## src/ffha_pkg.sv

```systemverilog
// ----------------------------------------------------------------------------
// ffha_pkg
// Shared types and constants of the first-fit heap allocator.
// ----------------------------------------------------------------------------
package ffha_pkg;

  localparam int unsigned AlignBytes = 4;
  localparam int unsigned ReqW       = 21;
  localparam int unsigned NeedW      = 22;
  localparam int unsigned AddrW      = 32;
  localparam int unsigned PaddrW     = 3;

  typedef enum logic {
    FN_ALLOC = 1'b0,
    FN_FREE  = 1'b1
  } func_e;

  typedef enum logic [1:0] {
    ST_DONE  = 2'd0,
    ST_ZERO  = 2'd1,
    ST_NOFIT = 2'd2,
    ST_NULL  = 2'd3
  } status_e;

  typedef enum logic [3:0] {
    S_IDLE,
    S_A_RD,
    S_A_TAKE,
    S_A_CHK,
    S_A_SPLIT,
    S_F_RD,
    S_F_TAKE,
    S_F_CHK,
    S_C_RD,
    S_C_TAKE,
    S_C_CHK,
    S_C_MRG
  } ctrl_state_e;

  typedef struct packed {
    logic    in_ready;
    logic    start;
    logic    rd_cur;
    logic    rd_nxt;
    logic    take_cur;
    logic    adv;
    logic    off_zero;
    logic    wr_alloc;
    logic    wr_rest;
    logic    wr_mark;
    logic    wr_merge;
    logic    res_set;
    logic    res_grant;
    status_e res_code;
  } cmd_t;

  typedef struct packed {
    logic  in_valid;
    func_e func;
    logic  req_zero;
    logic  rel_null;
    logic  out_busy;
    logic  fit;
    logic  split;
    logic  nxt_end;
    logic  hit;
    logic  rd_free;
    logic  cur_free;
  } sts_t;

endpackage

```

## src/ffha_ctrl.sv

```systemverilog
// ----------------------------------------------------------------------------
// ffha_ctrl
// Sequencer for allocate, free-mark and coalescing walks of the block chain.
// ----------------------------------------------------------------------------
module ffha_ctrl import ffha_pkg::*; (
  input  logic clk_i,
  input  logic rst_ni,
  input  sts_t sts_i,
  output cmd_t cmd_o
);

  ctrl_state_e state_q, state_d;
  logic        accept;

  assign accept = (state_q == S_IDLE) && !sts_i.out_busy && sts_i.in_valid;

  always_ff @(posedge clk_i or negedge rst_ni) begin
    if (!rst_ni) begin
      state_q <= S_IDLE;
    end else begin
      state_q <= state_d;
    end
  end

  always_comb begin
    state_d = state_q;
    case (state_q)
      S_IDLE: begin
        if (accept) begin
          if (sts_i.func == FN_ALLOC) begin
            state_d = sts_i.req_zero ? S_IDLE : S_A_RD;
          end else begin
            state_d = sts_i.rel_null ? S_IDLE : S_F_RD;
          end
        end
      end
      S_A_RD:    state_d = S_A_TAKE;
      S_A_TAKE:  state_d = S_A_CHK;
      S_A_CHK: begin
        if (sts_i.fit) begin
          state_d = sts_i.split ? S_A_SPLIT : S_IDLE;
        end else begin
          state_d = sts_i.nxt_end ? S_IDLE : S_A_RD;
        end
      end
      S_A_SPLIT: state_d = S_IDLE;
      S_F_RD:    state_d = S_F_TAKE;
      S_F_TAKE:  state_d = S_F_CHK;
      S_F_CHK: begin
        if (sts_i.hit || sts_i.nxt_end) begin
          state_d = S_C_RD;
        end else begin
          state_d = S_F_RD;
        end
      end
      S_C_RD:    state_d = S_C_TAKE;
      S_C_TAKE:  state_d = S_C_CHK;
      S_C_CHK: begin
        if (sts_i.cur_free && !sts_i.nxt_end) begin
          state_d = S_C_MRG;
        end else begin
          state_d = sts_i.nxt_end ? S_IDLE : S_C_RD;
        end
      end
      // A merge keeps the walk on the same block with its grown size.
      S_C_MRG:   state_d = sts_i.rd_free ? S_C_CHK : S_C_RD;
      default:   state_d = S_IDLE;
    endcase
  end

  always_comb begin
    cmd_o          = '0;
    cmd_o.res_code = ST_DONE;
    case (state_q)
      S_IDLE: begin
        cmd_o.in_ready = !sts_i.out_busy;
        cmd_o.start    = accept;
        if (accept) begin
          if (sts_i.func == FN_ALLOC && sts_i.req_zero) begin
            cmd_o.res_set  = 1'b1;
            cmd_o.res_code = ST_ZERO;
          end else if (sts_i.func == FN_FREE && sts_i.rel_null) begin
            cmd_o.res_set  = 1'b1;
            cmd_o.res_code = ST_NULL;
          end
        end
      end
      S_A_RD, S_F_RD, S_C_RD: cmd_o.rd_cur = 1'b1;
      S_A_TAKE, S_F_TAKE, S_C_TAKE: cmd_o.take_cur = 1'b1;
      S_A_CHK: begin
        if (sts_i.fit) begin
          cmd_o.wr_alloc = 1'b1;
          if (!sts_i.split) begin
            cmd_o.res_set   = 1'b1;
            cmd_o.res_grant = 1'b1;
          end
        end else begin
          cmd_o.adv = 1'b1;
          if (sts_i.nxt_end) begin
            cmd_o.res_set  = 1'b1;
            cmd_o.res_code = ST_NOFIT;
          end
        end
      end
      S_A_SPLIT: begin
        cmd_o.wr_rest   = 1'b1;
        cmd_o.res_set   = 1'b1;
        cmd_o.res_grant = 1'b1;
      end
      S_F_CHK: begin
        if (sts_i.hit) begin
          cmd_o.wr_mark  = 1'b1;
          cmd_o.off_zero = 1'b1;
        end else if (sts_i.nxt_end) begin
          cmd_o.off_zero = 1'b1;
        end else begin
          cmd_o.adv = 1'b1;
        end
      end
      S_C_CHK: begin
        if (sts_i.cur_free && !sts_i.nxt_end) begin
          cmd_o.rd_nxt = 1'b1;
        end else begin
          cmd_o.adv = 1'b1;
          if (sts_i.nxt_end) begin
            cmd_o.res_set = 1'b1;
          end
        end
      end
      S_C_MRG: begin
        if (sts_i.rd_free) begin
          cmd_o.wr_merge = 1'b1;
        end else begin
          cmd_o.adv = 1'b1;
        end
      end
      default: cmd_o = '0;
    endcase
  end

endmodule

```

## config.mk

```make
export PLATFORM = sky130hd
export DESIGN_NAME = ffha_ctrl
export DESIGN_NICKNAME = d
export VERILOG_FILES = /design/src/ffha_pkg.sv /design/src/ffha_ctrl.sv
export SDC_FILE = /design/constraint.sdc
export NUM_CORES = 1
export LEC_CHECK = 0
export BUFFER_PORTS_ARGS = -buffer_cell sky130_fd_sc_hd__buf_2
export CAP_MARGIN = 20
export CELL_PAD_IN_SITES_DETAIL_PLACEMENT = 0
export CELL_PAD_IN_SITES_GLOBAL_PLACEMENT = 2
export CORE_ASPECT_RATIO = 1.1
export CORE_MARGIN = 8
export CORE_UTILIZATION = 23
export DETAILED_ROUTE_END_ITERATION = 8
export HOLD_SLACK_MARGIN = 0.03
export PLACE_DENSITY = 0.83
export REMOVE_ABC_BUFFERS = 1
export SLEW_MARGIN = 15
export SYNTH_ARGS = -nofsm -noshare
export SYNTH_HDL_FRONTEND = slang
export SYNTH_SLANG_ARGS = --single-unit
export TNS_END_PERCENT = 5
```

## constraint.sdc

```tcl
create_clock -name clk_i -period 2.3 [get_ports clk_i]
set_input_delay 0.23 -clock clk_i [delete_from_list [all_inputs] [get_ports clk_i]]
set_output_delay 0.23 -clock clk_i [all_outputs]
set_load 0.05 [all_outputs]
```

; Yosys cells after proc, flatten, opt, wreduce, memory -nomap -nowiden
; Index checks and enable logic that the tools add are counted.
[op_classes]
n_eq_ne = 12
muxes = 48
bitwise = 1
n_reduce_logical = 11
[op_table]
columns = operator, n
row1 = $pmux W4 S11, 1
row2 = $mux W1, 27
row3 = $eq A4 B3 Y1 const B, 4
row4 = $eq A4 B4 Y1 const B, 4
row5 = $mux W2, 8
row6 = $mux W4, 4
row7 = $mux W3, 4
row8 = $eq A4 B2 Y1 const B, 2
row9 = $pmux W1 S4, 2
row10 = $reduce_or A3 Y1, 2
row11 = $logic_and A1 B1 Y1, 5
row12 = $eq A4 B1 Y1 const B, 1
row13 = $logic_not A4 Y1, 1
row14 = $pmux W2 S2, 1
row15 = $logic_not A1 Y1, 2
row16 = $ne A2 B2 Y1 const B, 1
row17 = $pmux W1 S2, 1
row18 = $logic_or A1 B1 Y1, 1
row19 = $not A1 Y1, 1
[totals]
reg_bits = 4
output_inout_bits = 15
word_cells = 73

; Logic depth before layout (Yosys ltp)
[depth]
ltp_word = 5
ltp_mapped = 5
depth_no_buf = 4

; Least setup slack after synthesis
; Ideal clock, no wire load.
[synth_timing]
kind = register -> output
start = register state_q[1]
end = output cmd_o[3] in the netlist's numbering
arrival_time_ps = 2560
required_time_ps = 2070
slack_ps = -490
path_stages_with_launch = 5
path_buffers = 0
cell_sequence = dfrtp_1 or4_4 nor3b_4 and2b_1 a311o_1
[synth_lines]
columns = item, line
row1 = "start, declared", ffha_ctrl.sv:12  ; ctrl_state_e state_q, state_d;
row2 = "start signal, assigned", ffha_ctrl.sv:21  ; state_q <= state_d;
row3 = "end, declared", ffha_ctrl.sv:9  ; output cmd_t cmd_o

==> flow_summary.ini <==
[finish]
fin_area_sq_um = 727
drive_gt1_frac = 0.384
diodes = 0
multiInputGateArea_sq_um = 380
max_flop_register = state_q
register_area_sq_um = 101
reg_top3 = state_q: 4 flops
final_cell_mix = buf_2, nor2_1, a21oi_1, nand2b_1
final_core_util = 0.333
area_growth_pct = 41.0
final_common_cell = buf_2
largest_reg_flops = 4
nets = 114
final_cell_count_no_fill = 129
fillers = 263

[cts]
clk_latency_ns = 0.23
cts_max_path_buffers = 2
cts_root_buf = clkbuf_4
cts_tree = built
clkTransAtPathRegs_ns = 0.04
htree_levels = 1
post_cts_buffers = 0
cts_sinks = 4
cts_buffers = 3

[timing]
setup-violations-final = 0
setup_slack_ns = 0.180
rsz0062_at_grt = false
fmax_mhz = 472
slew_violations = 0
clock_skew_ns = 0.00267
fin_crit_sh = 0.922
worstMarginPinSlew_ns = 0.507
period_needed_ns = 2.12
hold_viol = 0
slew_headroom = 0.659

[global_route]
grt.overflow.total = 0
grt_pass1_vias = 602
antenna_found_initial = 0
grt.busiest_layer = met2
use_met2 = 0.115
use_met1 = 0.106
grt_first_pass_wirelength_um = 2600
met3_usage = 0.0371
grt_usage = 0.0827
grt_max_degree = 21

[setup_path]
crit_path_max_incr_delay_ns = 0.48
critical_path.cell_chain = or4_4 > nor3b_4 > and2b_1 > a311o_1 > clkbuf_4
endpoint_kind = output pin
path_buf_inv = 1
worstReg2RegStart = state_q[0]
start_kind = flop
reg2reg_slack_ns = 0.64
timing.rr.end = state_q[2]
ff2ff_path_depth = 5
worst_path_max_delay_cell = dfrtp_2
cp_data_arrival_time_ns = 1.89
required_ns = 2.07
crit_family = simple AND/OR/NAND/NOR gates
criticalPathCategory = flop to output pin
cp_max_fo = 13

[route]
drtIter0Drc = 13
ant_nets = 0
via_count = 605
routedWlPerCell_um = 12.8
drcViolationCount = 0
postRouteWirelength_um = 1650
firstDrtPassIters = 4
via_per_inst = 4.69

[die]
die-area_sq_um = 4010
die_h_um = 65.7
core_area_sq_um = 2180
io_pins = 28
start_util = 0.236
die_w_um = 61.1
rows = 18

[power_and_ir_drop]
leakagePower_nw = 0.368
ir_drop_mv = 0.466
cellPowerDensity_nw_per_um2 = 1400
p_total_w = 0.00102

[status]
status = complete, no violations

[job]
cap_violations = 0

[synthesis]
avgSynthCellArea_sq_um = 7.36
netlist_area_sq_um = 515
ys_types = 35
synth-seq-cells = 4
syn_inst = 70
yosysSeqAreaShare = 0.194
yosys_warnings = 0

[place]
io_buffers = 27
placedCellCount = 125
place_congestion = 0.806
pre_cts_slack_ns = 0.332
place_hpwl_um = 1370
place_area_sq_um = 691

[min_path]
worstHoldPathType = input pin to asynchronous set/reset pin
-- through the flow --
step / setup TNS (ns) / hold slack, ns
final: 0 / 0.331
after global routing: 0 / 0.341
after CTS: 0 / 0.330
after detailed placement: 0 / 0.0342
after global placement: 0 / 0.0328
after floorplan: -0.868 / -0.0656
-- cell type report --
class / count / area share
repair buffers: 31 / 0.234
inverters: 4 / 0.0207
clock buffers: 3 / 0.0310
flip-flops and latches: 4 / 0.139
well taps: 30 / 0.0516
multi-input cells: 57 / 0.523
-- timing repair --
action	4_1_cts	5_1_grt
hold buffers	1	0
gates resized for setup	0	2
endpoints found under the setup margin	0	2
hold endpoints to repair	4	0
-- worst reg2reg max path: cells and delay by family, from the launching register on --
kind | cells | cell delay (ns)
simple gates | 1 | 0.53
compound gates | 3 | 0.49
flops | 1 | 0.36
buf+inv | 1 | 0.20
-- cells in the mapped netlist --
library cell	n	area, sq um
nor2_1	7	26.3
a21oi_1	6	30.0
nand2b_1	6	37.5
clkbuf_1	4	15.0
dfrtp_1	4	100
nand2_1	4	15.0
nand3_1	3	15.0
a21o_1	2	15.0
a311o_1	2	20.0
and2_1	2	12.5
inv_1	2	7.51
inv_2	2	7.51
nor2b_1	2	12.5
nor3_1	2	10.0
o22ai_1	2	12.5
a221oi_1	1	8.76
a32o_1	1	10.0
and2b_1	1	7.51
buf_2	1	5.00
mux2i_1	1	10.0
nor3b_1	1	7.51
nor3b_4	1	18.8
nor4_1	1	6.26
nor4bb_1	1	10.0
o211a_1	1	10.0
o211ai_1	1	7.51
o21a_1	1	7.51
o21ai_0	1	5.00
o2bb2ai_1	1	8.76
o31ai_1	1	7.51
o32a_1	1	10.0
o41a_1	1	11.3
or3_1	1	6.26
or4_4	1	11.3
or4b_1	1	10.0
-- routing by layer --
metal,routed length (um),vias to the layer above
met4,0,0
met5,0,-
met2,680,22
met3,200,0
li1,-,318
met1,772,265
-- where the power goes --
group | internal, W | switching, W
Sequential | 0.000104 | 0.0000336
Clock | 0.0000580 | 0.0000234
Combinational | 0.000272 | 0.000531
Total | 0.000434 | 0.000588
-- how the worst max path moves through the flow --
stage	from	endpoint	slack (ns)	cells past startpoint
after CTS	state_q[2]	cmd_o[3]	0.09	5
after global routing	state_q[3]	cmd_o[9]	0.08	6
after floorplan	state_q[0]	cmd_o[3]	-0.62	4
after detailed placement	state_q[2]	cmd_o[3]	0.33	5
after global placement	state_q[2]	cmd_o[3]	0.37	5
final	state_q[2]	cmd_o[3]	0.18	5
-- logic make-up (layout without fill, tap and decap cells) --
kind of cell,count (synthesis),after routing,synth area share
AND/OR/NAND/NOR,34,34,0.401
multiplexers,1,1,0.0194
flip-flops,4,4,0.194
AO/OA/AOI/OAI,22,22,0.318
buffers and inverters,9,38,0.0680
No activity file was read; power rests on OpenSTA's default activity.
